File: src/rtl/core/kiss_dfr_pkg.sv
// ----------------------------------------------------------------------------
// kiss_dfr_pkg
// Shared constants and types for the KISS stream deframer.
// ----------------------------------------------------------------------------
package kiss_dfr_pkg;

  localparam int MAX_FRAME_DEF = 512;

  localparam logic [7:0] KISS_FEND  = 8'hC0;
  localparam logic [7:0] KISS_FESC  = 8'hDB;
  localparam logic [7:0] KISS_TFEND = 8'hDC;
  localparam logic [7:0] KISS_TFESC = 8'hDD;

  localparam logic [1:0] KIND_CMD = 2'd0;
  localparam logic [1:0] KIND_PAY = 2'd1;
  localparam logic [1:0] KIND_EOF = 2'd2;

  typedef struct packed {
    logic [1:0] item_kind;
    logic [7:0] item_value;
    logic [8:0] byte_position;
    logic [9:0] frame_length;
    logic       overflowed;
  } kiss_dfr_res_t;

endpackage

File: src/rtl/core/kiss_stream_deframer.sv
// ----------------------------------------------------------------------------
// kiss_stream_deframer
// Strips KISS framing from a received serial byte stream.
// ----------------------------------------------------------------------------
// Input channel (in_*): one raw byte per item, taken when in_valid is high
// and in_stall is low. Bytes before the first delimiter are dropped.
// Result channel (out_*): command byte, payload bytes with their position,
// and an end-of-frame item with length and overflow flag. Escapes, empty
// frames and bytes beyond MAX_FRAME give no result.
// Latency: with the receiver not stalling, a result appears on out_valid the
// cycle after its byte is taken.
// Throughput: one byte per cycle while in_stall is low, set by the single
// decode step between the frame state registers and the output register.
// A two-entry output buffer sits before the result port; in_stall rises once
// both entries are full, which needs the receiver to stall while a further
// result arrives. It comes directly from a flop and drops the cycle after
// the receiver takes an item.
// Reset (rst_n low, synchronous) clears the frame state and empties the
// output buffer; the block is outside a frame after reset.
// ----------------------------------------------------------------------------
module kiss_stream_deframer import kiss_dfr_pkg::*; #(
  parameter int MAX_FRAME = MAX_FRAME_DEF
) (
  input  logic       clk,
  input  logic       rst_n,
  input  logic       in_valid,
  output logic       in_stall,
  input  logic [7:0] in_rx_byte,
  output logic       out_valid,
  input  logic       out_stall,
  output logic [1:0] out_item_kind,
  output logic [7:0] out_item_value,
  output logic [8:0] out_byte_position,
  output logic [9:0] out_frame_length,
  output logic       out_overflowed
);

  logic          accept;
  logic          res_valid;
  kiss_dfr_res_t res;
  kiss_dfr_res_t out_data;
  logic          full;

  assign in_stall = full;
  assign accept   = in_valid && !full;

  kiss_dfr_core #(
    .MAX_FRAME (MAX_FRAME)
  ) u_core (
    .clk       (clk),
    .rst_n     (rst_n),
    .accept    (accept),
    .rx_byte   (in_rx_byte),
    .res_valid (res_valid),
    .res       (res)
  );

  kiss_dfr_obuf u_obuf (
    .clk       (clk),
    .rst_n     (rst_n),
    .push      (accept && res_valid),
    .push_data (res),
    .full      (full),
    .out_valid (out_valid),
    .out_stall (out_stall),
    .out_data  (out_data)
  );

  assign out_item_kind     = out_data.item_kind;
  assign out_item_value    = out_data.item_value;
  assign out_byte_position = out_data.byte_position;
  assign out_frame_length  = out_data.frame_length;
  assign out_overflowed    = out_data.overflowed;

endmodule

File: src/rtl/core/kiss_dfr_core.sv
// ----------------------------------------------------------------------------
// kiss_dfr_core
// Frame state and per-byte decode; builds at most one result per byte.
// ----------------------------------------------------------------------------
module kiss_dfr_core import kiss_dfr_pkg::*; #(
  parameter int MAX_FRAME = MAX_FRAME_DEF
) (
  input  logic          clk,
  input  logic          rst_n,
  input  logic          accept,
  input  logic [7:0]    rx_byte,
  output logic          res_valid,
  output kiss_dfr_res_t res
);

  localparam int CNT_W = $clog2(MAX_FRAME + 1);

  logic             inside_r,  inside_nxt;
  logic             esc_r,     esc_nxt;
  logic             ovf_r,     ovf_nxt;
  logic [CNT_W-1:0] count_r,   count_nxt;
  logic [7:0]       data_byte;

  always_comb begin
    inside_nxt = inside_r;
    esc_nxt    = esc_r;
    ovf_nxt    = ovf_r;
    count_nxt  = count_r;
    res_valid  = 1'b0;
    res        = '0;
    data_byte  = rx_byte;

    if (esc_r) begin
      if (rx_byte == KISS_TFEND) begin
        data_byte = KISS_FEND;
      end else if (rx_byte == KISS_TFESC) begin
        data_byte = KISS_FESC;
      end
    end

    if (rx_byte == KISS_FEND) begin
      // delimiter always opens a new frame; close out a non-empty one
      if (inside_r && (count_r != '0)) begin
        res_valid        = 1'b1;
        res.item_kind    = KIND_EOF;
        res.frame_length = 10'(count_r);
        res.overflowed   = ovf_r;
      end
      inside_nxt = 1'b1;
      esc_nxt    = 1'b0;
      count_nxt  = '0;
      ovf_nxt    = 1'b0;
    end else if (inside_r) begin
      if (!esc_r && (rx_byte == KISS_FESC)) begin
        esc_nxt = 1'b1;
      end else begin
        esc_nxt = 1'b0;
        if (count_r < CNT_W'(MAX_FRAME)) begin
          res_valid         = 1'b1;
          res.item_kind     = (count_r == '0) ? KIND_CMD : KIND_PAY;
          res.item_value    = data_byte;
          res.byte_position = 9'(count_r);
          count_nxt         = count_r + 1'b1;
        end else begin
          ovf_nxt = 1'b1;
        end
      end
    end
  end

  always_ff @(posedge clk) begin
    if (!rst_n) begin
      inside_r <= 1'b0;
      esc_r    <= 1'b0;
      ovf_r    <= 1'b0;
      count_r  <= '0;
    end else if (accept) begin
      inside_r <= inside_nxt;
      esc_r    <= esc_nxt;
      ovf_r    <= ovf_nxt;
      count_r  <= count_nxt;
    end
  end

endmodule

File: src/rtl/core/kiss_dfr_obuf.sv
// ----------------------------------------------------------------------------
// kiss_dfr_obuf
// Two-entry output buffer: result register plus skid register, so the
// upstream stall comes straight from a flop.
// ----------------------------------------------------------------------------
module kiss_dfr_obuf import kiss_dfr_pkg::*; (
  input  logic          clk,
  input  logic          rst_n,
  input  logic          push,
  input  kiss_dfr_res_t push_data,
  output logic          full,
  output logic          out_valid,
  input  logic          out_stall,
  output kiss_dfr_res_t out_data
);

  logic          main_vld_r, main_vld_nxt;
  logic          skid_vld_r, skid_vld_nxt;
  kiss_dfr_res_t main_r,     main_nxt;
  kiss_dfr_res_t skid_r,     skid_nxt;
  logic          pop;

  assign pop       = main_vld_r && !out_stall;
  assign full      = skid_vld_r;
  assign out_valid = main_vld_r;
  assign out_data  = main_r;

  always_comb begin
    main_vld_nxt = main_vld_r;
    skid_vld_nxt = skid_vld_r;
    main_nxt     = main_r;
    skid_nxt     = skid_r;
    if (skid_vld_r) begin
      // no push possible while the skid entry is held
      if (pop) begin
        main_nxt     = skid_r;
        skid_vld_nxt = 1'b0;
      end
    end else if (push) begin
      if (!main_vld_r || pop) begin
        main_nxt     = push_data;
        main_vld_nxt = 1'b1;
      end else begin
        skid_nxt     = push_data;
        skid_vld_nxt = 1'b1;
      end
    end else if (pop) begin
      main_vld_nxt = 1'b0;
    end
  end

  always_ff @(posedge clk) begin
    if (!rst_n) begin
      main_vld_r <= 1'b0;
      skid_vld_r <= 1'b0;
    end else begin
      main_vld_r <= main_vld_nxt;
      skid_vld_r <= skid_vld_nxt;
    end
  end

  always_ff @(posedge clk) begin
    main_r <= main_nxt;
    skid_r <= skid_nxt;
  end

endmodule
File: config.mk
export PLATFORM = sky130hd
export DESIGN_NAME = kiss_stream_deframer
export DESIGN_NICKNAME = d
export VERILOG_FILES = /design/src/rtl/core/kiss_dfr_pkg.sv /design/src/rtl/core/kiss_stream_deframer.sv /design/src/rtl/core/kiss_dfr_core.sv /design/src/rtl/core/kiss_dfr_obuf.sv
export SDC_FILE = /design/constraint.sdc
export NUM_CORES = 1
export LEC_CHECK = 0
export BUFFER_PORTS_ARGS = -buffer_cell sky130_fd_sc_hd__buf_4
export CAP_MARGIN = 15
export CORE_UTILIZATION = 45
export CTS_CLUSTER_DIAMETER = 200
export DETAILED_ROUTE_END_ITERATION = 8
export PLACE_DENSITY = 0.72
export SYNTH_ARGS = -nofsm -noshare
export SYNTH_HDL_FRONTEND = slang
export SYNTH_SLANG_ARGS = --single-unit
File: constraint.sdc
create_clock -name clk -period 3.7 [get_ports clk]
set_clock_uncertainty 0.2 [all_clocks]
set_input_delay 0.555 -clock clk [delete_from_list [all_inputs] [get_ports clk]]
set_output_delay 0.555 -clock clk [all_outputs]
set_load 0.005 [all_outputs]
==> metrics.md <==
| Metric | Value |
|---|---|
| Status | finished clean |
| Crit path max fanout | 30 |
| Post-CTS setup buffer count | 0 |
| Asr flop ratio synth | 0% |
| Post-synthesis xor/xnor area fraction | 2.14% |
| Syn Area/Cell | 13.8 µm² |
| WL/cell | 14.6 µm |
| Pwr/cell area | 398 nW/µm² |
| PostCTS Resize Cnt | 0 |
| RSZ-0062 raised after global routing | false |
| Sw Pwr | 0.000304 W |
| Largest stage delay, worst path | 560 ps |
| Largest net degree at the start of global routing | 31 |
| Minimum clock period | 2700 ps |
| Hold crit path type | reg -> reg |
| Initial detailed-routing violation count | 105 |
| Net Sw Frac | 19.5% |
| Cell Area, Synth | 3270 µm² |
| DP Area | 3710 µm² |
| Maximum buffer depth of the clock tree | 2 |
| Critical Path RT | 3500 ps |
| Clk network pwr share | 40.7% |
| Total gr overflow | 0 |
| Vias in the first global route | 1,860 |
| Startpoint Class | input port |
| R2R Setup Slk | 1260 ps |
| Sequential share of the synthesized area | 64.2% |
| Synth Instances | 237 |
| Core Region | 6910 µm² |
| Pin slew with the least headroom to its limit | 894 ps |
| First-pass GRT wire length | 8.80 mm |
| Placement row count | 30 |
| Area Overhead vs Synth | 19.7% |
| Mux cell area share after synthesis | 10.1% |
| Total Wirelength | 5.68 mm |
| Clock transition at path regs | 70 ps |
| Comb pwr share | 1.8% |
| Crit path DAT | 2500 ps |
| H-tree levels | 3 |
| Setup TNS | 0 ps |
| Max-Cap Viols | 0 |
| Total Routing Usage GR | 15.7% |
| Vias | 1,968 |
| Worst slew margin | 39.7% |
| Fillcell total | 587 |
| Hold_ws | 271 ps |
| VDD IR max | 0.237 mV |
| Vias per inst | 5.07 |
| Reg-to-reg startpoint | u_core.count_r[0] |
| CTS tree | yes |
| Clk_lat worst skew | 340 ps |
| Max-slew violation count | 0 |
| Crit end category | register |
| EDFF count, synth | 60 |
| Num CTS Buffers | 9 |
| Reg power frac | 57.5% |
| CP top delay family | simple AND/OR/NAND/NOR gates |
| FMAX | 0.371 GHz |
| GPL Wtd Cong | 0.786 |
| Num Clock Sinks | 75 |
| Compound-cell area share of the yosys netlist | 5.77% |
| Simple-gate share of the synthesized area | 15.0% |
| Final hold violation count | 0 |
| Final core occ | 56.7% |
| Port Buffers | 43 |
| Hold_buf cts | 0 |
| Crit share post-route | 72.9% |
| Io pins | 44 |
| Largest family of logic cells by synthesized area | simple AND/OR/NAND/NOR gates |
| Antenna cell count | 0 |
| Synth Register Bits | 75 |
| Setup CP Type | in -> reg |
| NumNets Final | 301 |
| Internal | 0.00126 W |
| # setup viols final | 0 |
| Die Area | 7620 µm² |
| CTS root buf | clkbuf_8 |
| Post-route ant nets | 0 |
| Leakage | 1.45 nW |
| Yosys cell types | 42 |
| Die Wd | 87.3 µm |
| Yosys warning count | 0 |
| Cells along the critical path | buf_4 -> or4_4 -> nor2_1 -> and3_1 -> buf_4 -> o21ai_0 -> a21oi_2 -> buf_4 |
| Crit path buf inv count | 3 |
| Starting density of the core | 47.4% |
| Crit. Startpoint | in_rx_byte[0] |
| Slowest cell on the critical path | or4_4 |
| Share of cells above drive strength 1 | 36.6% |
| Synth Area in Adders | 0.765% |
| Remaining DRCs | 0 |
| Prevailing post-synth register cell | edfxtp_1 |
| Detail Placement HPWL | 3.77 mm |
| Hold wc startpoint | u_core.ovf_r |
| Initial antenna violation count | 0 |
| Post-route cell area | 3920 µm² |
| Post-Syn Nets | 251 |
| Die Y | 87.3 µm |
| Most frequent CP cell | buf_4 |
| Total iterations of the first detailed-routing run | 4 |
-- final cells by class --
cell class                      instances  area, µm²  area share [%]
Tap cell                               96        120            3.07
Clock inverter                          4       50.0            1.28
Inverter                                5       18.8           0.479
Timing Repair Buffer                   48        360            9.20
Sequential cell                        75       2100            53.6
Multi-Input combinational cell        148       1110            28.4
Clock buffer                           12        155            3.96
-- state kept, by name (all words and copies together) (netlist names) --
register,flops
u_obuf.out_valid,1
u_obuf.skid_r,30
u_core.inside_r,1
u_obuf.out_data,30
u_core.ovf_r,1
u_obuf.full,1
u_core.count_r,10
u_core.esc_r,1
-- worst reg2reg max path, stage by stage, from the launching register on --
cell and delay (ps):
dfxtp_1 480, inv_1 80, ha_1 200, nand4_1 110
and3_1 160, buf_4 170, o21ai_0 160, a21oi_2 160
buf_4 370
-- cell usage in the layout, fill, tap and decap left out, drive strengths merged, types with 3 or more instances in the layout --
cell type / n
and3: 4
nand4: 3
a21oi: 4
nor3: 4
edfxtp: 60
dfxtp: 15
and2: 28
clkbuf: 12
nor2: 15
nor4: 5
nand3: 6
xnor2: 8
mux2: 27
inv: 4
buf: 48
o21ai: 7
nand2: 14
-- path summary, 6_finish.rpt --
kind	endpoint	cells after the start
setup reg to reg	u_obuf.out_data[19]	8
setup / recovery	u_obuf.out_data[19]	8
hold reg to reg	u_core.ovf_r	2
hold / removal	u_core.ovf_r	2
-- synthesized netlist by cell type, types with 2 or more instances --
| master | number | share of area [%] |
|---|---|---|
| a21boi_0 | 2 | 0.46 |
| a21oi_1 | 4 | 0.61 |
| a31o_2 | 2 | 0.54 |
| and2_1 | 21 | 4.0 |
| and2_4 | 7 | 1.9 |
| and3_1 | 4 | 0.76 |
| clkbuf_1 | 5 | 0.57 |
| dfxtp_1 | 15 | 9.2 |
| edfxtp_1 | 60 | 55 |
| ha_1 | 2 | 0.76 |
| inv_1 | 4 | 0.46 |
| mux2_2 | 20 | 6.9 |
| mux2_4 | 7 | 3.2 |
| nand2_1 | 14 | 1.6 |
| nand3_1 | 6 | 0.92 |
| nand4_1 | 3 | 0.57 |
| nor2_1 | 15 | 1.7 |
| nor2b_1 | 2 | 0.38 |
| nor3_1 | 4 | 0.61 |
| nor4_1 | 5 | 0.96 |
| o21ai_0 | 6 | 0.92 |
| o31a_1 | 2 | 0.54 |
| xnor2_1 | 8 | 2.1 |
-- metrics by stage --
| stage | total power [W] | instances | worst slack (ps) |
|---|---|---|---|
| 6_report | 0.00156 | 388 | 1000 |
| 5_1_grt | 0.00160 | 388 | 925 |
| 4_1_cts | 0.00157 | 388 | 1020 |
| 3_5_place_dp | 0.000943 | 372 | 652 |
| 3_3_place_gp | 0.000943 | 372 | 725 |
| 2_1_floorplan | 0.000927 | 237 | 83.9 |
-- power groups by stage --
stage | Combinational (W) | Clock [W] | Sequential (W)
floorplan | 0.0000109 | 0 | 0.000916
global placement | 0.0000266 | 0 | 0.000916
detailed placement | 0.0000272 | 0 | 0.000916
CTS | 0.0000273 | 0.000647 | 0.000897
global route | 0.0000295 | 0.000673 | 0.000897
finish | 0.0000275 | 0.000636 | 0.000897
-- metal layers --
layer  vias to the layer above  GRT usage (%)  routed length [µm]
met5                         -              0                   0
met2                        41           24.9                2770
li1                        972              -                   -
met3                         6           2.84                 199
met4                         0           9.24                  58
met1                       949           20.0                2650
-- kinds of logic after synthesis --
group | after synthesis
xor+xnor | 8
simple gates | 87
mux | 27
flops | 75
buf+inv | 14
fa+ha+maj | 2
compound gates | 24
Power figures use the tool's default switching activity.
